File: src/hdl/msd_pkg.sv
// ----------------------------------------------------------------------------
// msd_pkg
// shared types and constants of the motion stop detector
// ----------------------------------------------------------------------------
package msd_pkg;

  localparam int IDX_W        = 4;
  localparam int POS_W        = 24;
  localparam int THR_W        = 23;
  localparam int OUT_RUN_W    = 16;
  localparam int MAX_SENSORS_DEF = 16;
  localparam int RUN_W_DEF    = 16;

  // 3e-4 in q7.16, rounded
  localparam logic [THR_W-1:0] THRESH_RESET = THR_W'(20);

  localparam logic EVT_STOPPED = 1'b0;
  localparam logic EVT_STARTED = 1'b1;

  typedef struct packed {
    logic [IDX_W-1:0]        sensor_index;
    logic signed [POS_W-1:0] pos_x;
    logic signed [POS_W-1:0] pos_y;
    logic signed [POS_W-1:0] pos_z;
  } msd_in_t;

  typedef struct packed {
    logic [IDX_W-1:0]     event_sensor;
    logic                 event_kind;
    logic [OUT_RUN_W-1:0] run_length;
  } msd_out_t;

  typedef struct packed {
    logic signed [POS_W-1:0] x;
    logic signed [POS_W-1:0] y;
    logic signed [POS_W-1:0] z;
  } msd_pos_t;

endpackage

File: src/hdl/msd_ram.sv
// ----------------------------------------------------------------------------
// msd_ram
// single-port-write, single-port-read synchronous ram, registered read data
// ----------------------------------------------------------------------------
module msd_ram #(
  parameter int WIDTH = 8,
  parameter int DEPTH = 16,
  parameter int AW    = 4
) (
  input  logic             clk_i,
  input  logic             we_i,
  input  logic [AW-1:0]    waddr_i,
  input  logic [WIDTH-1:0] wdata_i,
  input  logic             re_i,
  input  logic [AW-1:0]    raddr_i,
  output logic [WIDTH-1:0] rdata_o
);

  logic [WIDTH-1:0] mem [DEPTH];
  logic [WIDTH-1:0] rdata_q;

  always_ff @(posedge clk_i) begin
    if (we_i) begin
      mem[waddr_i] <= wdata_i;
    end
  end

  always_ff @(posedge clk_i) begin
    if (re_i) begin
      rdata_q <= mem[raddr_i];
    end
  end

  assign rdata_o = rdata_q;

endmodule

File: src/hdl/msd_eval.sv
// ----------------------------------------------------------------------------
// msd_eval
// deadband compare and run counter update for one sample
// ----------------------------------------------------------------------------
module msd_eval #(
  parameter int RUN_W = 16
) (
  input  logic [msd_pkg::THR_W-1:0] thr_i,
  input  logic [msd_pkg::IDX_W-1:0] sensor_i,
  input  msd_pkg::msd_pos_t         pos_i,
  input  logic                      primed_i,
  input  msd_pkg::msd_pos_t         ref_i,
  input  logic [RUN_W-1:0]          move_i,
  input  logic [RUN_W-1:0]          still_i,
  output msd_pkg::msd_pos_t         ref_o,
  output logic [RUN_W-1:0]          move_o,
  output logic [RUN_W-1:0]          still_o,
  output logic                      evt_valid_o,
  output msd_pkg::msd_out_t         evt_o
);
  import msd_pkg::*;

  localparam int EXT_W = (RUN_W > OUT_RUN_W) ? RUN_W : OUT_RUN_W;

  function automatic logic [POS_W:0] abs_diff(logic [POS_W-1:0] a, logic [POS_W-1:0] b);
    logic [POS_W:0] d;
    d = {a[POS_W-1], a} - {b[POS_W-1], b};
    return d[POS_W] ? (~d + (POS_W+1)'(1)) : d;
  endfunction

  function automatic logic [RUN_W-1:0] sat_inc(logic [RUN_W-1:0] v);
    return (&v) ? v : v + RUN_W'(1);
  endfunction

  function automatic logic [OUT_RUN_W-1:0] out_len(logic [RUN_W-1:0] v);
    logic [EXT_W-1:0] e;
    e = EXT_W'(v);
    return (e > EXT_W'({OUT_RUN_W{1'b1}})) ? {OUT_RUN_W{1'b1}} : e[OUT_RUN_W-1:0];
  endfunction

  logic [POS_W:0] thr_ext;
  logic           still;

  assign thr_ext = (POS_W+1)'(thr_i);
  assign still   = (abs_diff(pos_i.x, ref_i.x) <= thr_ext) &&
                   (abs_diff(pos_i.y, ref_i.y) <= thr_ext) &&
                   (abs_diff(pos_i.z, ref_i.z) <= thr_ext);

  always_comb begin
    ref_o                 = ref_i;
    move_o                = move_i;
    still_o               = still_i;
    evt_valid_o           = 1'b0;
    evt_o.event_sensor    = sensor_i;
    evt_o.event_kind      = EVT_STOPPED;
    evt_o.run_length      = out_len(move_i);
    if (!primed_i) begin
      // first sample only loads the reference
      ref_o   = pos_i;
      move_o  = '0;
      still_o = '0;
    end else if (still) begin
      still_o = sat_inc(still_i);
      if (move_i != '0) begin
        evt_valid_o = 1'b1;
        move_o      = '0;
      end
    end else begin
      ref_o            = pos_i;
      move_o           = sat_inc(move_i);
      evt_o.event_kind = EVT_STARTED;
      evt_o.run_length = out_len(still_i);
      if (still_i != '0) begin
        evt_valid_o = 1'b1;
        still_o     = '0;
      end
    end
  end

endmodule

File: src/hdl/motion_stop_detector.sv
// ----------------------------------------------------------------------------
// motion_stop_detector
// per-sensor deadband change detector with started and stopped events
// ----------------------------------------------------------------------------
// Takes one position request per clock unless stalled and gives at most one
// event request per sample, registered at the output. Per-sensor reference
// position and run counters sit in two synchronous rams that are read in the
// cycle a sample is taken and written back by stage one; a sample that hits
// the sensor written at that same edge takes the forwarded entry. Primed
// flags are flip-flops cleared by reset, so the block is ready right after
// reset with no clearing pass. Samples whose sensor index is at or above
// MAX_SENSORS are taken and dropped. The input stalls only while an event
// waits at the output and the next stage holds a sample.
module motion_stop_detector #(
  parameter int MAX_SENSORS = msd_pkg::MAX_SENSORS_DEF,
  parameter int RUN_W       = msd_pkg::RUN_W_DEF
) (
  input  logic                      clk_i,
  input  logic                      rst_ni,
  input  logic                      cfg_we_i,
  input  logic [msd_pkg::THR_W-1:0] cfg_wdata_i,
  input  logic                      in_valid_i,
  output logic                      in_ready_o,
  input  msd_pkg::msd_in_t          in_req_i,
  output logic                      out_valid_o,
  input  logic                      out_ready_i,
  output msd_pkg::msd_out_t         out_req_o
);
  import msd_pkg::*;

  localparam int AW    = (MAX_SENSORS > 1) ? $clog2(MAX_SENSORS) : 1;
  localparam int XW    = (AW > IDX_W) ? AW : IDX_W;
  localparam int POS3W = 3 * POS_W;
  localparam int RUN2W = 2 * RUN_W;

  logic [THR_W-1:0]       thr_q;
  logic [MAX_SENSORS-1:0] primed_q;

  logic                   s1_valid_q;
  logic [AW-1:0]          s1_addr_q;
  logic [IDX_W-1:0]       s1_sensor_q;
  msd_pos_t               s1_pos_q;

  logic                   fwd_q;
  msd_pos_t               fwd_ref_q;
  logic [RUN2W-1:0]       fwd_run_q;

  logic                   out_valid_q;
  msd_out_t               out_req_q;

  logic                   accept;
  logic                   in_range;
  logic [XW-1:0]          idx_ext;
  logic [AW-1:0]          in_addr;
  logic                   s1_adv;
  logic                   wr_en;

  logic [POS3W-1:0]       ref_rd;
  logic [RUN2W-1:0]       run_rd;
  msd_pos_t               cur_ref;
  logic [RUN2W-1:0]       cur_run;
  msd_pos_t               new_ref;
  logic [RUN_W-1:0]       new_move;
  logic [RUN_W-1:0]       new_still;
  logic [RUN2W-1:0]       new_run;
  logic                   evt_valid;
  msd_out_t               evt;
  msd_pos_t               in_pos;

  assign idx_ext  = XW'(in_req_i.sensor_index);
  assign in_addr  = idx_ext[AW-1:0];
  assign in_range = 32'(in_req_i.sensor_index) < 32'(MAX_SENSORS);
  assign in_pos   = '{x: in_req_i.pos_x, y: in_req_i.pos_y, z: in_req_i.pos_z};

  assign s1_adv     = !out_valid_q || out_ready_i;
  assign in_ready_o = !s1_valid_q || s1_adv;
  assign accept     = in_valid_i && in_ready_o;
  assign wr_en      = s1_valid_q && s1_adv;

  assign cur_ref = fwd_q ? fwd_ref_q : msd_pos_t'(ref_rd);
  assign cur_run = fwd_q ? fwd_run_q : run_rd;
  assign new_run = {new_move, new_still};

  msd_ram #(
    .WIDTH (POS3W),
    .DEPTH (MAX_SENSORS),
    .AW    (AW)
  ) u_ref_ram (
    .clk_i   (clk_i),
    .we_i    (wr_en),
    .waddr_i (s1_addr_q),
    .wdata_i (POS3W'(new_ref)),
    .re_i    (accept),
    .raddr_i (in_addr),
    .rdata_o (ref_rd)
  );

  msd_ram #(
    .WIDTH (RUN2W),
    .DEPTH (MAX_SENSORS),
    .AW    (AW)
  ) u_run_ram (
    .clk_i   (clk_i),
    .we_i    (wr_en),
    .waddr_i (s1_addr_q),
    .wdata_i (new_run),
    .re_i    (accept),
    .raddr_i (in_addr),
    .rdata_o (run_rd)
  );

  msd_eval #(
    .RUN_W (RUN_W)
  ) u_eval (
    .thr_i       (thr_q),
    .sensor_i    (s1_sensor_q),
    .pos_i       (s1_pos_q),
    .primed_i    (primed_q[s1_addr_q]),
    .ref_i       (cur_ref),
    .move_i      (cur_run[RUN2W-1:RUN_W]),
    .still_i     (cur_run[RUN_W-1:0]),
    .ref_o       (new_ref),
    .move_o      (new_move),
    .still_o     (new_still),
    .evt_valid_o (evt_valid),
    .evt_o       (evt)
  );

  // control state
  always_ff @(posedge clk_i or negedge rst_ni) begin
    if (!rst_ni) begin
      thr_q       <= THRESH_RESET;
      primed_q    <= '0;
      s1_valid_q  <= 1'b0;
      fwd_q       <= 1'b0;
      out_valid_q <= 1'b0;
    end else begin
      if (cfg_we_i) begin
        thr_q <= cfg_wdata_i;
      end
      if (wr_en) begin
        primed_q[s1_addr_q] <= 1'b1;
      end
      if (accept) begin
        s1_valid_q <= in_range;
        // entry written at the same edge as the read
        fwd_q      <= wr_en && (s1_addr_q == in_addr);
      end else if (s1_adv) begin
        s1_valid_q <= 1'b0;
      end
      if (s1_adv) begin
        out_valid_q <= s1_valid_q && evt_valid;
      end
    end
  end

  // payload
  always_ff @(posedge clk_i) begin
    if (accept) begin
      s1_addr_q   <= in_addr;
      s1_sensor_q <= in_req_i.sensor_index;
      s1_pos_q    <= in_pos;
      fwd_ref_q   <= new_ref;
      fwd_run_q   <= new_run;
    end
    if (s1_adv) begin
      out_req_q <= evt;
    end
  end

  assign out_valid_o = out_valid_q;
  assign out_req_o   = out_req_q;

endmodule
File: config.mk
export PLATFORM = sky130hd
export DESIGN_NAME = motion_stop_detector
export DESIGN_NICKNAME = d
export VERILOG_FILES = /design/src/hdl/msd_pkg.sv /design/src/hdl/msd_ram.sv /design/src/hdl/msd_eval.sv /design/src/hdl/motion_stop_detector.sv
export SDC_FILE = /design/constraint.sdc
export NUM_CORES = 2
export LEC_CHECK = 0
export BUFFER_PORTS_ARGS = -buffer_cell sky130_fd_sc_hd__clkbuf_2
export CORE_MARGIN = 3
export CORE_UTILIZATION = 50
export DETAILED_ROUTE_END_ITERATION = 8
export PLACE_DENSITY = 0.66
export SLEW_MARGIN = 5
export SYNTH_ARGS = -nofsm -noshare
export SYNTH_HDL_FRONTEND = slang
export SYNTH_SLANG_ARGS = --single-unit
File: constraint.sdc
create_clock -name clk_i -period 13.32 [get_ports clk_i]
set_clock_uncertainty 0.2 [all_clocks]
set_input_delay 3.33 -clock clk_i [delete_from_list [all_inputs] [get_ports clk_i]]
set_output_delay 3.33 -clock clk_i [all_outputs]
set_load 0.1 [all_outputs]
==> out/metrics.sh <==
ROUTE.DETAILED.WL_PER_INST_UM=29.2
CTSRESIZECOUNT=0
ROUTE.FINAL.WIRE_LENGTH_UM=201000
LAYOUTNONFILLERINSTCOUNT=6889
POST_SYNTH_INSTANCE_AREA_UM2=84100
NUMBER_OF_GLOBAL_ROUTE_VIAS_BEFORE_REPAIR=43200
HOLD_VIOLATIONS=0
CELLLEAKAGEPOWER_nW=31.1
FIRSTDRTPASSITERS=6
RSZ0062_AT_GRT='no'
CORE_AREA_UM2=166000
PERIOD_SHARE_PCT=79.8
WORSTPATHMAXFANOUT=41
MULTI_INPUT_AREA_UM2=22800
WORST_PATH_SETUP_SLACK_AFTER_ROUTING_NS=2.69
PIN_COUNT_OF_THE_BIGGEST_NET_ENTERING_GLOBAL_ROUTING=118
LAYOUT.CORE_UTILIZATION_PCT=56.6
FINISH.INSTANCE_AREA_UM2=94000
ASYNC_RESET_FF_SHARE_PCT=2.09
NUMBER_OF_INSTANCES_IN_THE_PLACED_DESIGN=6526
TIMING.SLEW.HEADROOM_PCT=9.89
FIN_CRIT_NS=10.63
MOST-COMMON-LAYOUT-CELLS='1969 x edfxtp_1, 526 x mux4_2, 200 x clkbuf_16'
PLACE_WORST_SETUP_SLACK_NS=2.75
CTS_TREE='done'
FINAL_COMMON_CELL='edfxtp_1'
TIMING.FINAL.MAX_SLEW_VIOLATIONS=0
SYNTH-SEQ-CELLS=2011
EFFECTIVE_UTILIZATION_AT_FLOORPLAN_PCT=50.6
GRT.OVERFLOW.TOTAL=0
PEAKVDDDROP_mV=0.176
FINAL_NET_COUNT=4791
OUTCOME='complete, no violations'
PLACEMENT.IO_BUFFERS=126
MEAN_INSTANCE_SIZE_IN_THE_SYNTHESIZED_NETLIST_UM2=19.4
POST_SYNTH_MAIN_AREA_CONTRIBUTORS='edfxtp_1 70%, mux4_2 14%, ha_1 2.2%'
POWER-PER-CELL-AREA_nW_PER_UM2=168
ROUTE.DETAILED.DRC=0
TOP_LEVEL_I_O_COUNT=127
DRT_ITER0_MARKERS=4165
FIN_HOLD_WS_NS=0.266
SYNTH_CELLS=4335
CTS_ROOT_BUF='clkbuf_16'
GRT_PASS1_WL_UM=294000
FINAL_LAYOUT_SIZE_SUFFIX_GT1_SHARE_PCT=23.2
AREA.GROWTH.SYNTH_TO_FINAL_PCT=11.8
POST_CTS.REPAIR.SETUP_BUFFERS=0
FMAX_MHz=94.0
POST-SYNTH-TOP-AREA-FRACTION_PCT=70.3
PLACED_CELL_AREA_UM2=87500
CLK-INSERTION-DELAY-LATE_NS=0.83
MAXCAPVIOLCOUNT=0
FLOORPLAN.DIE_AREA_UM2=173000
PLACER_S_FINAL_ROUTABILITY_CONGESTION_ESTIMATE=0.879
SYNTH_EDF_COUNT=1969
NUMCLOCKSINKS=2011
ARRIVAL_NS=10.87
DETAILED_PLACE_HPWL_UM=108000
FINALSETUPVIOLATIONS=0
WORSTMARGINPINSLEW_NS=1.35
POSTCTSHOLDBUFS=0
TOTAL_NUMBER_OF_H_TREE_LEVELS=4
SYNTH.YOSYS.WARNINGS=0
AVGVIACOUNTPERCELL=6.15
COUNT_OF_DISTINCT_CELL_TYPES_IN_THE_SYNTHESIZED_NETLIST=93
DIE_HEIGHT_UM=416
TRACK_USAGE_PCT=23.3
CTS-ROOT-TO-SINK-BUFFERS=3
SYNTH.NET_COUNT=4590
SYNTH_AREA_LEADER_CELL='edfxtp_1'
ANTENNA_VIOLATING_NETS_POST_ROUTE=0
WORSTSETUPENDPOINTTYPE='flop'
REGISTER_AREA_UM2=60200
HOLDCRITPATHCLASS='reg2reg'
SYNTH_FF_TYPE='edfxtp_1'
CTS_MADE_BUFFERS=197
DIE_SPAN_IN_X_UM=416
CRITICAL_PATH_CLASS='reg2reg'
WORST-ENDPOINT-REQUIRED_NS=13.56
P_TOTAL_mW=15.8
PLACEMENTROWS=149
FILL_CELLS=12300
TIMING.SETUP.TNS_NS=0
DR_TOTAL_VIAS=42300
SYNTH_SEQUENTIAL_AREA_RATIO_PCT=71.6
CRITICAL_PATH_LAUNCH_POINT_TYPE='flop'
NUMBER_OF_ANTENNA_VIOLATIONS_AT_THE_FIRST_CHECK_IN_GLOBAL_ROUTING=1
CLKTRANSATPATHREGS_NS=0.07
metal layers:
| layer | up-vias | global-route usage (%) | part of all wire, % |
|---|---|---|---|
| met2 | 1474 | 39.5 | 51 |
| li1 | 18200 | - | - |
| met5 | - | 0 | 0 |
| met1 | 22400 | 31.5 | 40 |
| met4 | 0 | 7.16 | 2.9 |
| met3 | 276 | 3.19 | 5.8 |
kinds of logic (layout without fill, tap and decap cells):
group	count (synthesis)	after routing	synth area share [%]
flip-flops	2011	2011	71.6
multiplexers	718	718	16.4
XOR/XNOR	133	133	1.39
AO/OA/AOI/OAI	432	432	3.47
buffers and inverters	320	683	1.55
other	0	2	0
adder cells (fa/ha/maj)	151	151	2.27
AND/OR/NAND/NOR	570	570	3.35
critical path: stages, from the launching register on:
cell       delay, ns
dfrtp_4         0.86
buf_4           0.63
mux2i_1         0.32
ha_1            0.31
a211o_1         0.35
a221oi_4        0.36
a2111oi_1       0.22
nor3_1          0.22
o21a_1          0.18
o21ai_1         0.12
a31oi_1         0.82
o21ai_0         0.27
xor2_1          0.23
ha_1            0.33
a21oi_1         0.14
nor2b_1         0.06
o21ai_0         0.14
o211ai_1        0.11
o21ai_0         0.40
nand4_1         0.23
a211oi_1        0.26
mux2i_1         0.14
a32oi_2         0.52
nand3_4         0.64
buf_4           0.66
buf_4           0.40
mux2i_1         0.99
synthesized netlist by cell type (10+ instances only):
master    number
a211oi_1      18
a21o_1        20
a21oi_1      100
a311oi_1      10
a31oi_1       17
and2_1        16
and3_1        11
buf_1         35
buf_2         10
clkbuf_1     132
dfrtp_1       40
edfxtp_1    1969
ha_1         148
inv_1        129
mux2_2        13
mux2i_1      177
mux4_2       526
nand2_1      150
nand2b_1      19
nand3_1       43
nand4_1       37
nor2_1       148
nor2b_1       14
nor3_1        42
nor4_1        17
o211ai_1      13
o21a_1        27
o21ai_0      107
o31ai_1       20
or2_2         22
or3_1         14
xnor2_1       83
xor2_1        50
area by class of cell:
| cell class | instances | share of cell area, % |
|---|---|---|
| flip-flops and latches | 2011 | 64.0 |
| multi-input cells | 2004 | 24.2 |
| clock buffers | 239 | 5.48 |
| well taps | 2189 | 2.91 |
| repair buffers | 193 | 1.46 |
| clock inverters | 122 | 1.37 |
| inverters | 129 | 0.515 |
| diodes | 2 | 0.00532 |
state kept, by name (all words and copies together) (netlist names):
name / flops
s1_pos_q: 72
u_ref_ram.rdata_o: 72
fwd_ref_q: 72
s1_sensor_q: 4
u_ref_ram.mem: 1152
fwd_run_q: 32
u_run_ram.mem: 512
fwd_q: 1
s1_valid_q: 1
u_run_ram.rdata_o: 32
out_valid_o: 1
thr_q: 23
out_req_o: 21
primed_q: 16
where the power goes:
part,internal (mW),total [mW],switching [mW]
clock,3.19,5.54,2.35
combinational,0.857,2.62,1.76
sequential,7.54,7.65,0.113
worst paths after layout:
kind	startpoint	endpoint	slack [ns]	cells past startpoint
max	fwd_q$_DFFE_PN0P_	u_ref_ram.mem[6][47]$_DFFE_PP_	2.69	26
max in group asynchronous	rst_ni	fwd_q$_DFFE_PN0P_	9.99	2
min reg2reg	primed_q[6]$_DFFE_PN0P_	primed_q[6]$_DFFE_PN0P_	0.27	1
max reg2reg	fwd_q$_DFFE_PN0P_	u_ref_ram.mem[6][47]$_DFFE_PP_	2.69	26
min in group asynchronous	rst_ni	primed_q[3]$_DFFE_PN0P_	2.39	2
min	primed_q[6]$_DFFE_PN0P_	primed_q[6]$_DFFE_PN0P_	0.27	1
(Power assumes the default switching activity.)
